--- src/sv/spq_pkg.sv ---
// spq_pkg: shared widths, action and status codes, sequencer states for the
// sorted priority queue. No dependencies.
`timescale 1ns / 1ps

package spq_pkg;

    localparam int ACTION_W  = 3;
    localparam int POS_W     = 4;
    localparam int CNT_OUT_W = 5;
    localparam int STATUS_W  = 2;

    typedef enum logic [ACTION_W-1:0] {
        ACT_OFFER      = 3'd0,
        ACT_PEEK       = 3'd1,
        ACT_POLL       = 3'd2,
        ACT_READ_AT    = 3'd3,
        ACT_REMOVE_VAL = 3'd4,
        ACT_REMOVE_AT  = 3'd5
    } action_t;

    typedef enum logic [STATUS_W-1:0] {
        STAT_OK    = 2'd0,
        STAT_EMPTY = 2'd1,
        STAT_FULL  = 2'd2
    } status_t;

    typedef enum logic [2:0] {
        ST_IDLE,
        ST_READ,
        ST_EVAL,
        ST_PLACE,
        ST_RESP
    } state_t;

endpackage

--- src/sv/spq_if.sv ---
// spq_req_if / spq_rsp_if: valid/ready channels for queue requests and results.
// Depends on spq_pkg.
`timescale 1ns / 1ps

interface spq_req_if #(
    parameter int KEY_WIDTH   = 32,
    parameter int VALUE_WIDTH = 16
);
    import spq_pkg::*;

    logic                   valid;
    logic                   ready;
    logic [ACTION_W-1:0]    action;
    logic [KEY_WIDTH-1:0]   item_key;
    logic [VALUE_WIDTH-1:0] item_value;
    logic [POS_W-1:0]       position;

    modport source (output valid, action, item_key, item_value, position, input ready);
    modport sink   (input valid, action, item_key, item_value, position, output ready);
endinterface

interface spq_rsp_if #(
    parameter int KEY_WIDTH   = 32,
    parameter int VALUE_WIDTH = 16
);
    import spq_pkg::*;

    logic                   valid;
    logic                   ready;
    logic [KEY_WIDTH-1:0]   out_key;
    logic [VALUE_WIDTH-1:0] out_value;
    logic [POS_W-1:0]       insert_position;
    logic [CNT_OUT_W-1:0]   removed_count;
    logic [CNT_OUT_W-1:0]   queue_size;
    logic [STATUS_W-1:0]    status;

    modport source (output valid, out_key, out_value, insert_position, removed_count,
                    queue_size, status, input ready);
    modport sink   (input valid, out_key, out_value, insert_position, removed_count,
                    queue_size, status, output ready);
endinterface

--- src/sv/sorted_priority_queue_core.sv ---
// Sorted priority queue core: entry memory walked by one compare/move step. Uses spq_pkg, spq_if.
// Offer and remove-by-value walk all entries; poll and remove-at walk from head or position to
// tail; peek/read-at read one entry; full offers and empty or out-of-range requests go straight
// to the result. Each entry is read in ST_READ and may be written in ST_EVAL. One transaction
// at a time: next accept in the cycle after the result loads, later while the previous result
// waits. Reset (rst_n async low) clears count, order and control, not memory.
`timescale 1ns / 1ps

module sorted_priority_queue_core #(
    parameter int CAPACITY    = 16,
    parameter int KEY_WIDTH   = 32,
    parameter int VALUE_WIDTH = 16
) (
    input  logic        clk,
    input  logic        rst_n,
    input  logic        cfg_wr_en,
    input  logic        cfg_wr_data,
    spq_req_if.sink     req,
    spq_rsp_if.source   rsp
);
    import spq_pkg::*;

    localparam int IDX_W = (CAPACITY > 1) ? $clog2(CAPACITY) : 1;
    localparam int CNT_W = $clog2(CAPACITY + 1);
    localparam int CMP_W = (CNT_W > POS_W) ? CNT_W : POS_W;

    state_t                 state_reg, state_next;
    action_t                act_reg, act_next;
    logic [KEY_WIDTH-1:0]   key_reg, key_next;
    logic [VALUE_WIDTH-1:0] val_reg, val_next;
    logic [IDX_W-1:0]       idx_reg, idx_next;
    logic [IDX_W-1:0]       ins_reg, ins_next;
    logic [CNT_W-1:0]       count_reg, count_next;
    logic [CNT_W-1:0]       kept_reg, kept_next;
    logic [CNT_W-1:0]       rem_reg, rem_next;
    logic                   shift_reg, shift_next;
    logic [KEY_WIDTH-1:0]   res_key_reg, res_key_next;
    logic [VALUE_WIDTH-1:0] res_val_reg, res_val_next;
    status_t                res_status_reg, res_status_next;
    logic                   order_reg;

    logic                   rsp_valid_reg;
    logic [KEY_WIDTH-1:0]   out_key_reg;
    logic [VALUE_WIDTH-1:0] out_value_reg;
    logic [POS_W-1:0]       out_ins_reg;
    logic [CNT_OUT_W-1:0]   out_rem_reg;
    logic [CNT_OUT_W-1:0]   out_size_reg;
    status_t                out_status_reg;
    logic                   out_load;

    logic [KEY_WIDTH-1:0]   key_mem [CAPACITY];
    logic [VALUE_WIDTH-1:0] val_mem [CAPACITY];
    logic [KEY_WIDTH-1:0]   rd_key_reg;
    logic [VALUE_WIDTH-1:0] rd_val_reg;
    logic                   wr_en;
    logic [IDX_W-1:0]       wr_addr;
    logic [KEY_WIDTH-1:0]   wr_key;
    logic [VALUE_WIDTH-1:0] wr_val;

    logic                   goes_before;
    logic                   last_entry;
    logic                   pos_out_of_range;

    assign goes_before      = order_reg ? (key_reg > rd_key_reg) : (key_reg < rd_key_reg);
    assign last_entry       = (CNT_W'(idx_reg) + CNT_W'(1)) == count_reg;
    assign pos_out_of_range = CMP_W'(req.position) >= CMP_W'(count_reg);

    // entry memory: one write, one registered read per cycle
    always_ff @(posedge clk)
    begin
        if (wr_en)
        begin
            key_mem[wr_addr] <= wr_key;
            val_mem[wr_addr] <= wr_val;
        end
        rd_key_reg <= key_mem[idx_reg];
        rd_val_reg <= val_mem[idx_reg];
    end

    always_ff @(posedge clk or negedge rst_n)
    begin
        if (!rst_n)
        begin
            state_reg <= ST_IDLE;
            count_reg <= '0;
            order_reg <= 1'b0;
            rsp_valid_reg <= 1'b0;
        end
        else
        begin
            state_reg <= state_next;
            count_reg <= count_next;
            if (cfg_wr_en)
            begin
                order_reg <= cfg_wr_data;
            end
            if (out_load)
            begin
                rsp_valid_reg <= 1'b1;
            end
            else if (rsp.ready)
            begin
                rsp_valid_reg <= 1'b0;
            end
        end
    end

    always_ff @(posedge clk)
    begin
        act_reg        <= act_next;
        key_reg        <= key_next;
        val_reg        <= val_next;
        idx_reg        <= idx_next;
        ins_reg        <= ins_next;
        kept_reg       <= kept_next;
        rem_reg        <= rem_next;
        shift_reg      <= shift_next;
        res_key_reg    <= res_key_next;
        res_val_reg    <= res_val_next;
        res_status_reg <= res_status_next;
        if (out_load)
        begin
            out_key_reg    <= res_key_reg;
            out_value_reg  <= res_val_reg;
            out_ins_reg    <= POS_W'(ins_reg);
            out_rem_reg    <= CNT_OUT_W'(rem_reg);
            out_size_reg   <= CNT_OUT_W'(count_reg);
            out_status_reg <= res_status_reg;
        end
    end

    always_comb
    begin
        state_next      = state_reg;
        act_next        = act_reg;
        key_next        = key_reg;
        val_next        = val_reg;
        idx_next        = idx_reg;
        ins_next        = ins_reg;
        count_next      = count_reg;
        kept_next       = kept_reg;
        rem_next        = rem_reg;
        shift_next      = shift_reg;
        res_key_next    = res_key_reg;
        res_val_next    = res_val_reg;
        res_status_next = res_status_reg;
        wr_en           = 1'b0;
        wr_addr         = idx_reg;
        wr_key          = rd_key_reg;
        wr_val          = rd_val_reg;
        out_load        = 1'b0;

        unique case (state_reg)
            ST_IDLE:
            begin
                if (req.valid)
                begin
                    act_next        = action_t'(req.action);
                    key_next        = req.item_key;
                    val_next        = req.item_value;
                    idx_next        = '0;
                    ins_next        = '0;
                    kept_next       = '0;
                    rem_next        = '0;
                    shift_next      = 1'b0;
                    res_key_next    = '0;
                    res_val_next    = '0;
                    res_status_next = STAT_OK;
                    state_next      = ST_RESP;
                    case (action_t'(req.action)) inside
                        ACT_OFFER:
                        begin
                            if (count_reg == CNT_W'(CAPACITY))
                            begin
                                res_status_next = STAT_FULL;
                            end
                            else if (count_reg == '0)
                            begin
                                state_next = ST_PLACE;
                            end
                            else
                            begin
                                ins_next   = IDX_W'(count_reg);
                                state_next = ST_READ;
                            end
                        end
                        ACT_PEEK, ACT_POLL:
                        begin
                            if (count_reg == '0)
                            begin
                                res_status_next = STAT_EMPTY;
                            end
                            else
                            begin
                                state_next = ST_READ;
                            end
                        end
                        ACT_READ_AT, ACT_REMOVE_AT:
                        begin
                            if (pos_out_of_range)
                            begin
                                res_status_next = STAT_EMPTY;
                            end
                            else
                            begin
                                idx_next   = IDX_W'(req.position);
                                state_next = ST_READ;
                            end
                        end
                        ACT_REMOVE_VAL:
                        begin
                            if (count_reg != '0)
                            begin
                                state_next = ST_READ;
                            end
                        end
                        default:
                        begin
                        end
                    endcase
                end
            end
            ST_READ:
            begin
                state_next = ST_EVAL;
            end
            ST_EVAL:
            begin
                case (act_reg)
                    ACT_OFFER:
                    begin
                        // walk from the head; once placed, carry each displaced entry down a slot
                        if (shift_reg || goes_before)
                        begin
                            wr_en      = 1'b1;
                            wr_key     = key_reg;
                            wr_val     = val_reg;
                            key_next   = rd_key_reg;
                            val_next   = rd_val_reg;
                            shift_next = 1'b1;
                            if (!shift_reg)
                            begin
                                ins_next = idx_reg;
                            end
                        end
                        if (last_entry)
                        begin
                            state_next = ST_PLACE;
                        end
                        else
                        begin
                            idx_next   = idx_reg + IDX_W'(1);
                            state_next = ST_READ;
                        end
                    end
                    ACT_REMOVE_VAL:
                    begin
                        // compact survivors toward the head
                        if (rd_val_reg == val_reg)
                        begin
                            rem_next = rem_reg + CNT_W'(1);
                        end
                        else
                        begin
                            wr_en     = 1'b1;
                            wr_addr   = IDX_W'(kept_reg);
                            kept_next = kept_reg + CNT_W'(1);
                        end
                        if (last_entry)
                        begin
                            count_next = (rd_val_reg == val_reg) ? kept_reg
                                                                 : kept_reg + CNT_W'(1);
                            state_next = ST_RESP;
                        end
                        else
                        begin
                            idx_next   = idx_reg + IDX_W'(1);
                            state_next = ST_READ;
                        end
                    end
                    default:
                    begin
                        if (shift_reg)
                        begin
                            wr_en   = 1'b1;
                            wr_addr = idx_reg - IDX_W'(1);
                        end
                        else
                        begin
                            res_key_next = rd_key_reg;
                            res_val_next = rd_val_reg;
                        end
                        if (act_reg == ACT_POLL || act_reg == ACT_REMOVE_AT)
                        begin
                            if (last_entry)
                            begin
                                count_next = count_reg - CNT_W'(1);
                                state_next = ST_RESP;
                            end
                            else
                            begin
                                shift_next = 1'b1;
                                idx_next   = idx_reg + IDX_W'(1);
                                state_next = ST_READ;
                            end
                        end
                        else
                        begin
                            state_next = ST_RESP;
                        end
                    end
                endcase
            end
            ST_PLACE:
            begin
                // new entry or last carried entry goes to the old tail slot
                wr_en      = 1'b1;
                wr_addr    = IDX_W'(count_reg);
                wr_key     = key_reg;
                wr_val     = val_reg;
                count_next = count_reg + CNT_W'(1);
                state_next = ST_RESP;
            end
            ST_RESP:
            begin
                if (!rsp_valid_reg || rsp.ready)
                begin
                    out_load   = 1'b1;
                    state_next = ST_IDLE;
                end
            end
            default:
            begin
                state_next = ST_IDLE;
            end
        endcase
    end

    assign req.ready           = (state_reg == ST_IDLE);
    assign rsp.valid           = rsp_valid_reg;
    assign rsp.out_key         = out_key_reg;
    assign rsp.out_value       = out_value_reg;
    assign rsp.insert_position = out_ins_reg;
    assign rsp.removed_count   = out_rem_reg;
    assign rsp.queue_size      = out_size_reg;
    assign rsp.status          = out_status_reg;

`ifndef SYNTH
    a_count_bound: assert property (@(posedge clk) disable iff (!rst_n)
        count_reg <= CNT_W'(CAPACITY))
        else $error("entry count above capacity");

    a_eval_after_read: assert property (@(posedge clk) disable iff (!rst_n)
        state_reg == ST_EVAL |-> $past(state_reg) == ST_READ)
        else $error("evaluate step without memory read");

    a_result_posted: assert property (@(posedge clk) disable iff (!rst_n)
        (state_reg == ST_IDLE && $past(state_reg) == ST_RESP) |-> rsp.valid)
        else $error("transaction finished without result");

    a_count_update: assert property (@(posedge clk) disable iff (!rst_n)
        !$stable(count_reg) |-> ($past(state_reg) == ST_EVAL || $past(state_reg) == ST_PLACE))
        else $error("entry count changed outside update step");
`endif

endmodule

--- src/flat_wrapper.sv ---
// flat-port wrapper written by rule: the top's interface ports become plain ports
module sorted_priority_queue_core_flat import spq_pkg::*;
#(
    parameter int CAPACITY    = 16,
    parameter int KEY_WIDTH   = 32,
    parameter int VALUE_WIDTH = 16
)
  (clk, rst_n, cfg_wr_en, cfg_wr_data, req_valid, req_action, req_item_key, req_item_value, req_position, req_ready, rsp_valid, rsp_out_key, rsp_out_value, rsp_insert_position, rsp_removed_count, rsp_queue_size, rsp_status, rsp_ready);
  spq_req_if #(.KEY_WIDTH(KEY_WIDTH), .VALUE_WIDTH(VALUE_WIDTH)) req_i ();
  spq_rsp_if #(.KEY_WIDTH(KEY_WIDTH), .VALUE_WIDTH(VALUE_WIDTH)) rsp_i ();
  input  logic clk;
  input  logic rst_n;
  input  logic cfg_wr_en;
  input  logic cfg_wr_data;
  input wire logic [$bits(req_i.valid)-1:0] req_valid;
  input wire logic [$bits(req_i.action)-1:0] req_action;
  input wire logic [$bits(req_i.item_key)-1:0] req_item_key;
  input wire logic [$bits(req_i.item_value)-1:0] req_item_value;
  input wire logic [$bits(req_i.position)-1:0] req_position;
  output wire logic [$bits(req_i.ready)-1:0] req_ready;
  output wire logic [$bits(rsp_i.valid)-1:0] rsp_valid;
  output wire logic [$bits(rsp_i.out_key)-1:0] rsp_out_key;
  output wire logic [$bits(rsp_i.out_value)-1:0] rsp_out_value;
  output wire logic [$bits(rsp_i.insert_position)-1:0] rsp_insert_position;
  output wire logic [$bits(rsp_i.removed_count)-1:0] rsp_removed_count;
  output wire logic [$bits(rsp_i.queue_size)-1:0] rsp_queue_size;
  output wire logic [$bits(rsp_i.status)-1:0] rsp_status;
  input wire logic [$bits(rsp_i.ready)-1:0] rsp_ready;
  assign req_i.valid = req_valid;
  assign req_i.action = req_action;
  assign req_i.item_key = req_item_key;
  assign req_i.item_value = req_item_value;
  assign req_i.position = req_position;
  assign req_ready = req_i.ready;
  assign rsp_valid = rsp_i.valid;
  assign rsp_out_key = rsp_i.out_key;
  assign rsp_out_value = rsp_i.out_value;
  assign rsp_insert_position = rsp_i.insert_position;
  assign rsp_removed_count = rsp_i.removed_count;
  assign rsp_queue_size = rsp_i.queue_size;
  assign rsp_status = rsp_i.status;
  assign rsp_i.ready = rsp_ready;
  sorted_priority_queue_core #(.CAPACITY(CAPACITY), .KEY_WIDTH(KEY_WIDTH), .VALUE_WIDTH(VALUE_WIDTH)) u_core (.clk(clk), .rst_n(rst_n), .cfg_wr_en(cfg_wr_en), .cfg_wr_data(cfg_wr_data), .req(req_i), .rsp(rsp_i));
endmodule
--- config.mk ---
export PLATFORM = sky130hd
export DESIGN_NAME = sorted_priority_queue_core_flat
export DESIGN_NICKNAME = d
export VERILOG_FILES = /design/src/sv/spq_pkg.sv /design/src/sv/spq_if.sv /design/src/sv/sorted_priority_queue_core.sv /design/src/flat_wrapper.sv
export SDC_FILE = /design/constraint.sdc
export NUM_CORES = 1
export LEC_CHECK = 0
export BUFFER_PORTS_ARGS = -buffer_cell sky130_fd_sc_hd__buf_4
export CAP_MARGIN = 25
export CORE_ASPECT_RATIO = 1.1
export CORE_MARGIN = 3
export CORE_UTILIZATION = 30
export DETAILED_ROUTE_END_ITERATION = 16
export HOLD_SLACK_MARGIN = 0.05
export RECOVER_POWER = 25
export SLEW_MARGIN = 10
export SYNTH_ARGS = -nofsm -noshare
export SYNTH_HDL_FRONTEND = slang
export SYNTH_SLANG_ARGS = --single-unit
--- constraint.sdc ---
create_clock -name clk -period 6.2 [get_ports clk]
set_clock_uncertainty 0.15 [all_clocks]
set_input_delay 1.55 -clock clk [delete_from_list [all_inputs] [get_ports clk]]
set_output_delay 1.55 -clock clk [all_outputs]
set_load 0.02 [all_outputs]
==> metrics <==
status=finished, violations left; failing checks=capacitance limit, slew limit; EDFF count, synth=about 950; crit path time final=approximately 5300 ps; largest net degree at the start of global routing=130; met3 Use GR=2.73%; cell breakdown of the critical path=xnor2_1 > nand4_1 > nor4_1 > clkbuf_1 > nand2b_1 > o2111a_1 > o211ai_1 > nor3_2 > clkbuf_2; post-route ant nets=0; Die Y=~390 um; met1 Use GR=19.0%; Clock Power Share=between 20% and 30%; most common flop cell mapped by yosys=edfxtp_1; global route overflow=0; Slew headroom=-80.9%; Comb pwr share=~29%; P_leak=approximately 15 nW; Final Hold Viols=0; crit end category=register; syn nets=between 2000 and 2500; Remaining DRCs=0; P_int=15.7 mW; initial core utilization=30.2%; Placed Cells=3841; root buffer cell=clkbuf_16; core area=133000 sq um; CP max FO=48; Non-Filler Cell Area, Final=46400 sq um; Fin Setup TNS=0 ps; delay of the slowest critical-path stage=1360 ps; DR iter-0 viols=1921; CP bufs+invs=2; average cell area after synthesis=approximately 20 sq um; type of the worst min-delay path=register to register; critical path class=register to register; Netlist cell types=71; Final nets=between 2000 and 2500; DR pass1 iterations=5; crit-path leading delay family=buffers and inverters; Arrival @ worst endpoint=between 5000 and 6000 ps; Placed Area=about 43000 sq um; gr usage total=between 10% and 20%; worst vdd ir=about 0.32 mV; CP required=about 6300 ps; Finished Layout Cells=4042; GP Congestion=slightly below 0.8; yosys warns=0; unrepaired setup endpoints after global routing=false; die width=~350 um; cts hold-fix bufs=0; share of cells above drive strength 1=22.6%; busiest grt layer=met2; H-tree depth=3; count of input and output buffers=approximately 130; DR WL/cell=23.5 um; Setup-failing EPs final=0; Area Growth Syn to Fin=15.8%; Routed WL=approximately 95000 um; register name with the most flops=u_core.key_mem; vias in the first global route=roughly 21000; Cell Area, Synth=40100 sq um; Seq pwr share=44.5%; global-route wire length before repair=~140000 um; Max Cap Viol=7; Post-CTS Setup Bufs=0; Clock Path Buffers=3; post-cts resize count=0; Tcrit/Tclk final=about 86%; register area share after synthesis=74.3%; commonest non-fill, non-tap cell in the layout=edfxtp_1; net switching power=roughly 7 mW; I/O pin count=about 130; Slew Viols, Final=around 330; async set or reset register ratio after synthesis=less than 1%; Fmax achieved=0.188 GHz; FF+latch count, synth=1010; clock sink count=1010; CP max-delay cell=clkbuf_2; critical path startpoint category=register; clock latency on the worst-skew pair=680 ps; Die ar.=about 140000 sq um; Cell Pwr Density=around 490 nW/um^2; initial antenna violation count=3; met2 Track Usage GR=21.9%; hpwl dp=56400 um; Largest register FFs=between 500 and 600; Top Registers=u_core.key_mem (512), u_core.val_mem (256); clk slew on worst S/H paths=roughly 60 ps; Least-Margin Pin Slew=around 2700 ps; most frequent cells in the layout=952 x edfxtp_1, 234 x mux4_2, 108 x clkbuf_1, 105 x clkbuf_16, 84 x buf_4; total CTS buffers=around 100; Cell Rows=between 100 and 150; CTS tree=done; Via Count=20294; Mapped Cells=about 2000; Switching Fraction=between 30% and 40%; via/cell ratio=between 5 and 6
## layout make-up
class / count / area (sq um)
clock inverter: 54 / 562
fill: 12336 / 86200
multi-input combinational: 838 / 9740
timing repair buffer: 176 / 1090
tap: 1775 / 2220
clock buffer: 142 / 2850
inverter: 46 / 173
sequential: 1010 / 29800
antenna: 1 / 2.50
## synth_stat cells, types with 10 or more instances
| master | n | area share (%) |
|---|---|---|
| nor2_1 | 69 | 0.65 |
| mux2i_1 | 10 | 0.25 |
| a22o_1 | 53 | 1.2 |
| dfxtp_1 | 48 | 2.4 |
| nand2_1 | 27 | 0.25 |
| a21oi_1 | 32 | 0.40 |
| buf_2 | 22 | 0.27 |
| inv_1 | 46 | 0.43 |
| and2_1 | 20 | 0.31 |
| nand3_1 | 18 | 0.22 |
| xor2_1 | 11 | 0.24 |
| a211o_1 | 46 | 1.0 |
| o21ai_0 | 17 | 0.21 |
| a21o_1 | 55 | 1.0 |
| nor4_1 | 36 | 0.56 |
| ha_1 | 42 | 1.3 |
| nand4_1 | 12 | 0.19 |
| nor4b_1 | 16 | 0.35 |
| nor3_1 | 32 | 0.40 |
| xnor2_1 | 22 | 0.48 |
| edfxtp_1 | 952 | 71 |
| buf_1 | 16 | 0.15 |
| clkbuf_1 | 70 | 0.66 |
| dfrtp_1 | 10 | 0.62 |
| mux4_2 | 234 | 13 |
## path summary, 6_finish.rpt
check / end / from / cells after the start / slack [ps]
worst max-delay path: u_core.key_mem[12][16] / u_core.val_reg[13] / 9 / 890
worst min-delay path: u_core.rsp.out_key[15] / u_core.res_key_reg[15] / 0 / 270
worst max register to register: u_core.key_mem[12][16] / u_core.val_reg[13] / 9 / 890
worst min register to register: u_core.rsp.out_key[15] / u_core.res_key_reg[15] / 0 / 270
max in group asynchronous: u_core.order_reg / rst_n / 1 / 4740
min in group asynchronous: u_core.count_reg[1] / rst_n / 1 / 720
## cells by family after synthesis
logic type,after synthesis,share of synthesized area [%]
AOI/OAI and AO/OA,257,4.98
xor gates and xnor gates,34,0.777
adders and majority gates,42,1.31
buffers and inverters,162,1.71
DFF,1010,74.3
muxes,246,13.4
and+or+nand+nor,259,3.50
## worst register-to-register path, stage by stage (launching register included)
cell and delay [ps]:
edfxtp_1 470, xnor2_1 370, nand4_1 330, nor4_1 360
clkbuf_1 700, nand2b_1 300, o2111a_1 250, o211ai_1 330
nor3_2 240, clkbuf_2 1360
## power by group through the flow
stage	clock [mW]	sequential, mW	combinational (mW)
floorplan	0	10.3	4.47
global placement	0	10.3	6.45
detailed placement	0	10.3	6.68
CTS	6.30	10.2	6.71
global route	6.60	10.3	7.16
finish	6.17	10.2	6.54
## through the flow
step | utilization [%] | hold slack, ps | total power [mW] | setup slack [ps]
after floorplan | - | 250 | 14.7 | 163
after global placement | 32.7 | 255 | 16.7 | 1450
after detailed placement | 32.7 | 255 | 17.0 | 1370
after CTS | 35.3 | 265 | 23.2 | 1350
after global routing | 35.0 | 274 | 24.0 | 667
final | 35.0 | 267 | 22.9 | 886
## per-layer routing
metal	vias to the layer above	wire length, um
li1	8683	-
met1	10742	41000
met2	763	45300
met3	106	7070
met4	0	1590
met5	-	0
No activity file was read; power rests on OpenSTA's default activity.
